File: src/sv/merge_insertion_sorter_assert.svh
// Assertion macros for the merge insertion sorter.
`ifndef MERGE_INSERTION_SORTER_ASSERT_SVH
`define MERGE_INSERTION_SORTER_ASSERT_SVH

// Check that cons holds in the same cycle as ante.
`define MSORT_ASSERT_SAME(label, ante, cons) \
  label: assert property (@(posedge clk) disable iff (!rst_n) (ante) |-> (cons)) \
    else $error("merge_insertion_sorter: same-cycle check failed");

// Check that cons holds in the cycle after ante.
`define MSORT_ASSERT_NEXT(label, ante, cons) \
  label: assert property (@(posedge clk) disable iff (!rst_n) (ante) |=> (cons)) \
    else $error("merge_insertion_sorter: next-cycle check failed");

`endif

File: src/sv/msort_pkg.sv
// Shared constants and types of the merge insertion sorter.
`timescale 1ns / 1ps

package msort_pkg;

  localparam int unsigned MAX_COUNT_DEF  = 64;
  localparam int unsigned DATA_WIDTH_DEF = 32;

  // Per-cycle command broadcast to every cell of the chain.
  typedef struct packed {
    logic load;   // insert the incoming item at its sorted place
    logic shift;  // move every value one cell toward the output
  } ctl_t;

endpackage

File: src/sv/msort_cell.sv
// One cell of the sorting chain: holds one value and its valid bit.
`timescale 1ns / 1ps

module msort_cell #(
  parameter int unsigned DATA_WIDTH = msort_pkg::DATA_WIDTH_DEF
) (
  input  logic                         clk,
  input  logic                         rst_n,
  input  msort_pkg::ctl_t              ctl,
  input  logic signed [DATA_WIDTH-1:0] ins_val,
  input  logic signed [DATA_WIDTH-1:0] left_val,
  input  logic                         left_vld,
  input  logic                         left_keep,
  input  logic signed [DATA_WIDTH-1:0] right_val,
  input  logic                         right_vld,
  output logic signed [DATA_WIDTH-1:0] val,
  output logic                         vld,
  output logic                         keep
);
  import msort_pkg::*;

  logic signed [DATA_WIDTH-1:0] val_r;
  logic signed [DATA_WIDTH-1:0] val_nxt;
  logic                         vld_r;
  logic                         vld_nxt;

  // Keep the held value when it is not greater than the new one (stable for duplicates)
  assign keep = vld_r && !(ins_val < val_r);

  // Pick the next content: unload shift, or insert / shift right past the insertion point
  always_comb begin
    val_nxt = val_r;
    vld_nxt = vld_r;
    if (ctl.shift) begin
      val_nxt = right_val;
      vld_nxt = right_vld;
    end else if (ctl.load && !keep) begin
      val_nxt = left_keep ? ins_val : left_val;
      vld_nxt = vld_r | left_vld;
    end
  end

  always_ff @(posedge clk) begin
    if (!rst_n) begin
      vld_r <= 1'b0;
    end else begin
      vld_r <= vld_nxt;
    end
  end

  always_ff @(posedge clk) begin
    val_r <= val_nxt;
  end

  assign val = val_r;
  assign vld = vld_r;

endmodule

File: config.mk
export PLATFORM = sky130hd
export DESIGN_NAME = msort_cell
export DESIGN_NICKNAME = d
export VERILOG_FILES = /design/src/sv/merge_insertion_sorter_assert.svh /design/src/sv/msort_pkg.sv /design/src/sv/msort_cell.sv
export SDC_FILE = /design/constraint.sdc
export NUM_CORES = 1
export LEC_CHECK = 0
export BUFFER_PORTS_ARGS = -buffer_cell sky130_fd_sc_hd__buf_4
export CAP_MARGIN = 40
export CORE_AREA = 2 2 104 66
export CTS_CLUSTER_DIAMETER = 150
export DETAILED_ROUTE_END_ITERATION = 16
export DIE_AREA = 0 0 106 68
export HOLD_SLACK_MARGIN = 0.05
export PLACE_DENSITY = 0.76
export REMOVE_ABC_BUFFERS = 1
export SLEW_MARGIN = 25
export SYNTH_ARGS = -nofsm -noshare
export SYNTH_HDL_FRONTEND = slang
export SYNTH_SLANG_ARGS = --single-unit
File: constraint.sdc
create_clock -name clk -period 2.9 [get_ports clk]
set_input_delay 0.58 -clock clk [delete_from_list [all_inputs] [get_ports clk]]
set_output_delay 0.58 -clock clk [all_outputs]
set_load 0.01 [all_outputs]
==> out/qor.yml, run 1 <==
logic_synthesis:
  yosys_warnings: 0
  seq_area_frac_synth_pct: 39.8
  async_flop_share_pct: 0
  syn-instance-count: 261
  synth_area_um2: 2470
  avgSynthCellArea_um2: 9.45
  synth-seq-cells: 33
  synth_edf_count: 32
  ys.flop_type: "edfxtp_1"
  synthDistinctLibCells: 26
grt:
  gr-usage-met2_pct: 31.1
  grtUsageMet3_pct: 4.57
  grt_use_total_pct: 18.3
  grt_max_degree: 40
  top_usage_layer: "met2"
  met1_usage_pct: 23.9
  grt_pass1_wl_um: 10400
  grt_pass1_vias: 2212
  antenna_found_initial: 0
  overflow: 0
power:
  powerDensity_nw_per_um2: 396
  p_leak_uw: 0.00194
  vdd_drop_max_uv: 178
critical_path:
  worstPathRequired_ns: 2.32
  start_kind: "flop"
  end_kind: "primary output"
  worst-setup-path-type: "reg -> out"
  arrival_ns: 2.30
  rrSetupSlack_ns: 0.38
  rr_worst_depth: 9
  crit_fanout: 3
  r2r_end: "val[1]"
  crit_start: "val[21]"
  rr_startpoint: "val[21]"
drt:
  via_count: 2427
  drt-total-wl_um: 6870
  initialDrtViolationCount: 91
  viasPerCell: 4.87
  final_antenna_net_count: 0
  wl_per_cell_um: 13.8
  drc_errors: 0
  dr.pass1.iters: 4
clock_network:
  clk_pin_slew_ns: 0.06
  clk_latency_ns: 0.28
  cts.sinks: 33
  htreeDepth: 2
  cts-root-buf: "clkbuf_8"
  clock_path_buffers: 2
  cts_tree: "done"
  cts_inserted_buffers: 5
  postCtsHoldBufs: 0
cells_and_area:
  drive_above_1_share_pct: 43.1
  final_common_cell: "buf_4"
  finalNonFillerCells: 498
  fin_nets: 545
  area_growth_pct: 58.1
  antennaDiodeCount: 0
  fill_cells: 554
  final_cell_mix: "buf_4, nand2_1, o21ai_0"
status:
  outcome: "finished, final reports clean"
min_path:
  holdCritStartpoint: "rst_n"
  holdPathEnd: "vld"
  hold_path_depth: 3
  hp-class: "in -> reg"
sta:
  relSlewSlack_pct: 62.0
  fin_tns_setup_ns: 0
  worst_slew_pin_slew_ns: 0.570
  worst_slack_ns: 0.0173
  finalHoldViolations: 0
  rsz0062_at_grt: "yes"
  fmax_mhz: 347
  period_needed_ns: 2.88
  clock_skew_ns: 0.00479
  finalSetupViolations: 0
  finalCritPeriodShare_pct: 99.4
  slew_violations: 0
place:
  portBuffers: 136
  gp_routability_congestion: 0.752
  dp_cells: 482
  pre_cts_ws_ns: -0.0852
  hpwl_um: 5300
die:
  dieWidth_um: 106
  ios: 137
  dieArea_um2: 7210
  coreArea_um2: 6360
  die_h_um: 68
  initial_core_util_pct: 38.8
  num_rows: 23
job:
  maxCapViolCount: 0
==> cell usage after synthesis (4+ instances only) <==
| cell | count | share of area [%] |
|---|---|---|
| a21oi_1 | 16 | 3.2 |
| clkbuf_1 | 8 | 1.2 |
| edfxtp_1 | 32 | 39 |
| ha_1 | 31 | 16 |
| inv_1 | 33 | 5.0 |
| mux2i_1 | 33 | 13 |
| nand2_1 | 39 | 5.9 |
| nand3_1 | 4 | 0.81 |
| nand4_1 | 7 | 1.8 |
| o21ai_0 | 37 | 7.5 |
==> per-layer routing <==
metal / part of all wire [%] / vias up / routed length (um)
met1: 46 / 1098 / 3150
met5: 0 / - / 0
met4: 0.93 / 0 / 64
met2: 46 / 88 / 3190
li1: - / 1234 / -
met3: 6.8 / 7 / 464
==> flip-flops by register name, summed over array words and instances (netlist names) <==
signal	flops
val	32
vld	1
==> worst max-delay path, stage by stage, from the launching register on <==
cell	delay [ns]
edfxtp_1	0.42
inv_2	0.10
ha_4	0.20
a21oi_2	0.13
o21ai_1	0.10
a221o_1	0.30
a211o_1	0.31
a21oi_2	0.12
mux2i_1	0.21
buf_4	0.15
==> where the power goes <==
group	leakage [uW]	internal, uW	switching [uW]
sequential	0.000338	596	30.4
combinational	0.00156	326	270
clock	0.0000387	162	160
==> layout make-up <==
cell class                      instances  area (um^2)  area share (%)
Multi-Input combinational cell        184         1440            37.0
Tap cell                               87          109            2.79
Timing Repair Buffer                  154         1170            30.0
Inverter                               33          124            3.18
Sequential cell                        33          981            25.2
Clock inverter                          1         3.75          0.0962
Clock buffer                            6         72.6            1.86
==> stage by stage <==
step | power [uW] | hold slack [ns] | instance area (um^2) | util [%]
after floorplan | 864 | 0.573 | 2420 | -
after global placement | 1150 | 0.565 | 3630 | 57.1
after detailed placement | 1170 | 0.589 | 3630 | 57.1
after CTS | 1510 | 0.556 | 3750 | 58.9
after global routing | 1650 | 0.567 | 3900 | 61.3
final | 1540 | 0.561 | 3900 | 61.3
==> kinds of logic after synthesis <==
| kind of cell | count (synthesis) | share of synthesized area (%) |
|---|---|---|
| muxes | 33 | 13.4 |
| AOI/OAI and AO/OA | 62 | 14.0 |
| and+or+nand+nor | 58 | 10.4 |
| buffers and inverters | 44 | 6.75 |
| adders and majority gates | 31 | 15.7 |
| DFF | 33 | 39.8 |
==> repair_timing <==
action	CTS	global route
pin swaps	3	11
setup buffers	2	7
endpoints found under the setup margin	1	1
gates resized for setup	4	16
==> worst max-delay path by stage <==
| stage | to | slack [ns] |
|---|---|---|
| 3_5_place_dp | keep | -0.09 |
| 6_report | keep | 0.02 |
| 4_1_cts | keep | 0.004 |
| 3_3_place_gp | keep | -0.05 |
| 2_1_floorplan | val[0] | -0.13 |
| 5_1_grt | keep | -0.11 |
Note: power is estimated with default switching activity, not from simulation.
==> run 2, diff against run 1 <==
REMOVE_ABC_BUFFERS = unset   (was 1)
==> run 2 against run 1 <==
Flip-flop and latch count unchanged. Non-clock buffer count decreased by 3. Die area unchanged. Sequential power about the same. Combinational power decreased by 1%. Critical endpoint unchanged. Clock-buffer cell count increased by 2. Register-to-register slack got worse by 0.25 ns. Critical path depth unchanged. Largest cell class unchanged. Critical path type is now in -> out. Highest routed layer unchanged. Maximum frequency increased by 0.45%. Cell area decreased by 0.80%.
==> out/qor.yml, run 2 (synthesized netlist as in run 1, its figures left out) <==
place:
  postPlaceCellArea_um2: 3650  # +0.38%
  pre_cts_ws_ns: -0.163  # -0.0779 ns
  hpwl_um: 5370  # +1.3%
  dp_cells: 482  # unchanged
  gp_routability_congestion: 0.797  # +6.0%
  portBuffers: 136  # unchanged
sta:
  worst_slack_ns: 0.0304  # +0.0130 ns
  finalHoldViolations: 0  # unchanged
  fin_tns_setup_ns: 0  # unchanged
  worst_slew_pin_slew_ns: 0.572  # +0.00249 ns
  fmax_mhz: 348  # +0.45%
  finalSetupViolations: 0  # unchanged
  finalCritPeriodShare_pct: 99.0  # -0.45 points
  clock_skew_ns: 0.00549  # +0.000701 ns
  period_needed_ns: 2.87  # -0.0130 ns
  relSlewSlack_pct: 61.8  # -0.17 points
  rsz0062_at_grt: "yes"
  holdWs_ns: 0.558  # -0.00258 ns
  slew_violations: 0  # unchanged
die:
  initial_core_util_pct: 38.8  # unchanged
  num_rows: 23  # unchanged
  ios: 137  # unchanged
  dieArea_um2: 7210  # unchanged
  dieWidth_um: 106  # unchanged
  coreArea_um2: 6360  # unchanged
  die_h_um: 68  # unchanged
clock_network:
  clk_pin_slew_ns: 0.07  # about the same
  cts_inserted_buffers: 5  # unchanged
  cts_tree: "done"
  cts-root-buf: "clkbuf_8"
  clk_latency_ns: 0.27  # about the same
  clock_path_buffers: 2  # unchanged
  htreeDepth: 2  # unchanged
  cts.sinks: 33  # unchanged
  postCtsHoldBufs: 0  # unchanged
drt:
  drt-total-wl_um: 7000  # +1.9%
  drc_errors: 0  # unchanged
  dr.pass1.iters: 4  # unchanged
  viasPerCell: 4.85  # -0.38%
  initialDrtViolationCount: 114  # +25%
  via_count: 2408  # -0.78%
  wl_per_cell_um: 14.1  # +2.3%
  final_antenna_net_count: 0  # unchanged
cells_and_area:
  final_common_cell: "buf_4"
  finalNonFillerCells: 496  # -0.40%
  largest_reg_flops: 32  # unchanged
  drive_above_1_share_pct: 41.8  # -1.3 points
  fin_nets: 542  # -0.55%
  final_cell_area_um2: 3870  # -0.80%
  antennaDiodeCount: 0  # unchanged
  area_growth_pct: 56.9
  final_cell_mix: "buf_4, nand2_1, o21ai_0"
critical_path:
  rrSetupSlack_ns: 0.13  # -0.25 ns
  rr_startpoint: "val[21]"
  end_kind: "primary output"
  arrival_ns: 2.29  # about the same
  crit_end: "keep"
  worstPathRequired_ns: 2.32  # about the same
  crit_fanout: 3  # unchanged
  r2r_end: "val[1]"
  start_kind: "primary input"
  worst-setup-path-type: "in -> out"
  crit_start: "ins_val[27]"
  rr_worst_depth: 11  # +2
grt:
  grt_pass1_vias: 2287  # +3.4%
  grt_max_degree: 45  # +13%
  antenna_found_initial: 0  # unchanged
  grt_pass1_wl_um: 10700  # +3.3%
  grt_use_total_pct: 19.1  # +0.80 points
  overflow: 0  # unchanged
job:
  maxCapViolCount: 0  # unchanged
power:
  vdd_drop_max_uv: 227  # +28%
  p_leak_uw: 0.00194  # -0.19%
  powerDensity_nw_per_um2: 399  # +0.86%
min_path:
  hp-class: "in -> reg"
  hold_path_depth: 3  # unchanged
logic_synthesis:
  synth_nets: 395
status:
  outcome: "finished, final reports clean"
==> run 2: worst max-delay path, cell delays in order <==
cell,delay [ns]
buf_4,0.11
ha_1,0.32
nand4_1,0.13
nor2_1,0.06
a221o_1,0.32
a211o_1,0.30
a21oi_2,0.13
mux2i_1,0.20
buf_4,0.14
==> run 2: how the worst min path moves through the flow <==
stage	startpoint	end	slack, ns
after floorplan	vld	vld	0.57
after global placement	vld	vld	0.58
after detailed placement	vld	vld	0.59
after CTS	rst_n	vld	0.55
after global routing	rst_n	vld	0.57
final	rst_n	vld	0.56
==> run 2: routing by layer <==
layer	routed length (um)	GRT usage, %	vias up
met2	3220	32.7	87
met1	3140	23.9	1087
li1	-	-	1228
met4	57	3.62	0
met3	575	6.76	6
met5	0	0	-
==> run 2: final cells by class <==
class | count | area, um^2
clock buffers | 8 | 80.1
fillers | 568 | 2490
inverters | 33 | 124
multi-input cells | 184 | 1420
flip-flops and latches | 33 | 981
well taps | 87 | 109
repair buffers | 151 | 1160
==> run 2: report_power, final <==
part	internal, uW	switching, uW	total (uW)
clock network	171	162	333
logic	319	269	588
registers	595	28.7	624
total	1080	460	1540
==> run 2: per-stage QoR <==
step / total power [uW] / util, %
after floorplan: 883 / -
after global placement: 1150 / 57.3
after detailed placement: 1170 / 57.3
after CTS: 1530 / 59.4
after global routing: 1660 / 60.8
final: 1540 / 60.8
==> run 2: repair_timing <==
action / in CTS / in global routing
pin swaps: 4 / 8
gates resized for setup: 8 / 8
cloned: 0 / 0
endpoints found under the setup margin: 1 / 1
setup buffers: 2 / 5
==> run 3, diff against run 2 <==
GPL_ROUTABILITY_DRIVEN = 1   (was unset)
SETUP_SLACK_MARGIN = 0.2   (was unset)
SLEW_MARGIN = 40   (was 25)
==> run 3 against run 2 <==
Die area did not move. Combinational power is 2% lower. Clock-buffer cell count did not move. Clock power is 2% higher. Global-route usage is 0.13 points lower. Non-clock buffer count down 2. Critical path depth stayed put.
==> out/qor.yml, run 3 (synthesized netlist as in run 1, its figures left out) <==
sta:
  relSlewSlack_pct: 61.8  # -0.092 points
  fmax_mhz: 352  # +1.1%
  finalSetupViolations: 0  # unchanged
  slew_violations: 0  # unchanged
  finalCritPeriodShare_pct: 97.9  # -1.1 points
  holdWs_ns: 0.561  # +0.00317 ns
  worst_slew_pin_slew_ns: 0.574  # +0.00138 ns
  fin_tns_setup_ns: 0  # unchanged
  period_needed_ns: 2.84  # -0.0312 ns
  finalHoldViolations: 0  # unchanged
  clock_skew_ns: 0.00994  # +0.00445 ns
  rsz0062_at_grt: "yes"
drt:
  wl_per_cell_um: 14.2  # +0.48%
  drc_errors: 0  # unchanged
  dr.pass1.iters: 4  # unchanged
  viasPerCell: 4.90  # +0.95%
  initialDrtViolationCount: 104  # -8.8%
  drt-total-wl_um: 7000  # about the same
  via_count: 2421  # +0.54%
  final_antenna_net_count: 0  # unchanged
critical_path:
  start_kind: "primary input"
  cp_num_buf_inv: 2  # unchanged
  end_kind: "primary output"
  worst-setup-path-type: "in -> out"
  crit_family: "compound AO/OA/AOI/OAI gates"
  worstPathRequired_ns: 2.32  # about the same
  crit_slowest_cell: "a221o_1"
  crit_chain: "buf_4 -> ha_1 -> nand4_1 -> nor2_1 -> a221o_1 -> a211o_1 -> a21oi_2 -> mux2i_1 -> buf_4"
  crit_fanout: 2  # -1
  slowest_delay_ns: 0.32  # about the same
  critPathMostFrequentCell: "buf_4"
  arrival_ns: 2.26  # -0.03 ns
grt:
  grt_pass1_vias: 2204  # -3.6%
  grt_use_total_pct: 19.0  # -0.13 points
  grt_pass1_wl_um: 10600  # -1.0%
  grt_max_degree: 37  # -18%
  antenna_found_initial: 0  # unchanged
  overflow: 0  # unchanged
min_path:
  hp-class: "in -> reg"
power:
  vdd_drop_max_uv: 189  # -17%
  p_leak_uw: 0.00192  # -0.60%
  power.total_uw: 1540  # -0.13%
  powerDensity_nw_per_um2: 402  # +0.81%
die:
  num_rows: 23  # unchanged
  ios: 137  # unchanged
  dieArea_um2: 7210  # unchanged
  coreArea_um2: 6360  # unchanged
  initial_core_util_pct: 38.8  # unchanged
  die_h_um: 68  # unchanged
  dieWidth_um: 106  # unchanged
cells_and_area:
  final_cell_area_um2: 3830  # -0.94%
  fin_nets: 540  # -0.37%
  antennaDiodeCount: 0  # unchanged
  drive_above_1_share_pct: 40.8  # -1.0 points
  final_common_cell: "buf_4"
  fill_cells: 554  # -2.5%
  post-route-util_pct: 60.3  # -0.57 points
  area_growth_pct: 55.4
  largest_reg_flops: 32  # unchanged
  final_cell_mix: "buf_4, nand2_1, o21ai_0"
place:
  portBuffers: 136  # unchanged
  gp_routability_congestion: 0.806  # +1.2%
  postPlaceCellArea_um2: 3650  # +0.14%
  hpwl_um: 5560  # +3.5%
clock_network:
  clock_path_buffers: 2  # unchanged
  cts_inserted_buffers: 5  # unchanged
  cts-root-buf: "clkbuf_8"
  htreeDepth: 2  # unchanged
  cts_tree: "done"
  cts.sinks: 33  # unchanged
  postCtsHoldBufs: 0  # unchanged
  clk_pin_slew_ns: 0.07  # about the same
  clk_latency_ns: 0.28  # about the same
status:
  outcome: "finished, final reports clean"
logic_synthesis:
  synth_nets: 395  # unchanged
job:
  maxCapViolCount: 0  # unchanged
==> run 3: area by class of cell <==
cell class / instances / area [um^2] / area share (%)
clock buffer: 8 / 80.1 / 2.09
inverter: 33 / 124 / 3.23
multi-input combinational: 184 / 1400 / 36.4
sequential: 33 / 981 / 25.6
tap: 87 / 109 / 2.84
timing repair buffer: 149 / 1140 / 29.8
==> run 3: tightest hold or removal path, delay by kind of cell <==
family / cells / cell delay [ns]
buf+inv: 1 / 0.10
compound gates: 2 / 0.10
==> run 3: worst paths after layout <==
| check | startpoint | end | slack [ns] | depth (start not counted) |
|---|---|---|---|---|
| max reg2reg | val[21] | val[18] | 0.28 | 10 |
| max | ins_val[29] | keep | 0.06 | 9 |
| min | rst_n | vld | 0.56 | 3 |
| min reg2reg | vld | vld | 0.58 | 2 |
==> run 3: timing repair <==
action,CTS,global route
hold endpoints to repair,0,0
cloned,0,0
pin swaps,7,3
buffers inserted,4,1
gates resized for setup,8,3
setup endpoints to repair,1,12
==> run 3: per-stage QoR <==
stage          worst slack [ns]  cells
2_1_floorplan             0.210    261
3_3_place_gp            -0.0868    481
3_5_place_dp            -0.0887    481
4_1_cts                  0.0551    493
5_1_grt                 -0.0270    494
6_report                 0.0615    494
==> run 3: per-layer routing <==
layer,routed length [um],global-route usage [%],part of all wire [%]
met5,0,0,0
met4,44,3.45,0.63
met3,587,5.71,8.4
met2,3230,32.0,46
met1,3140,24.8,45
==> run 3: where the power goes <==
group          total (uW)  internal [uW]  switching, uW
clock                 338            171            167
combinational         579            313            267
sequential            625            595           29.8
total                1540           1080            464
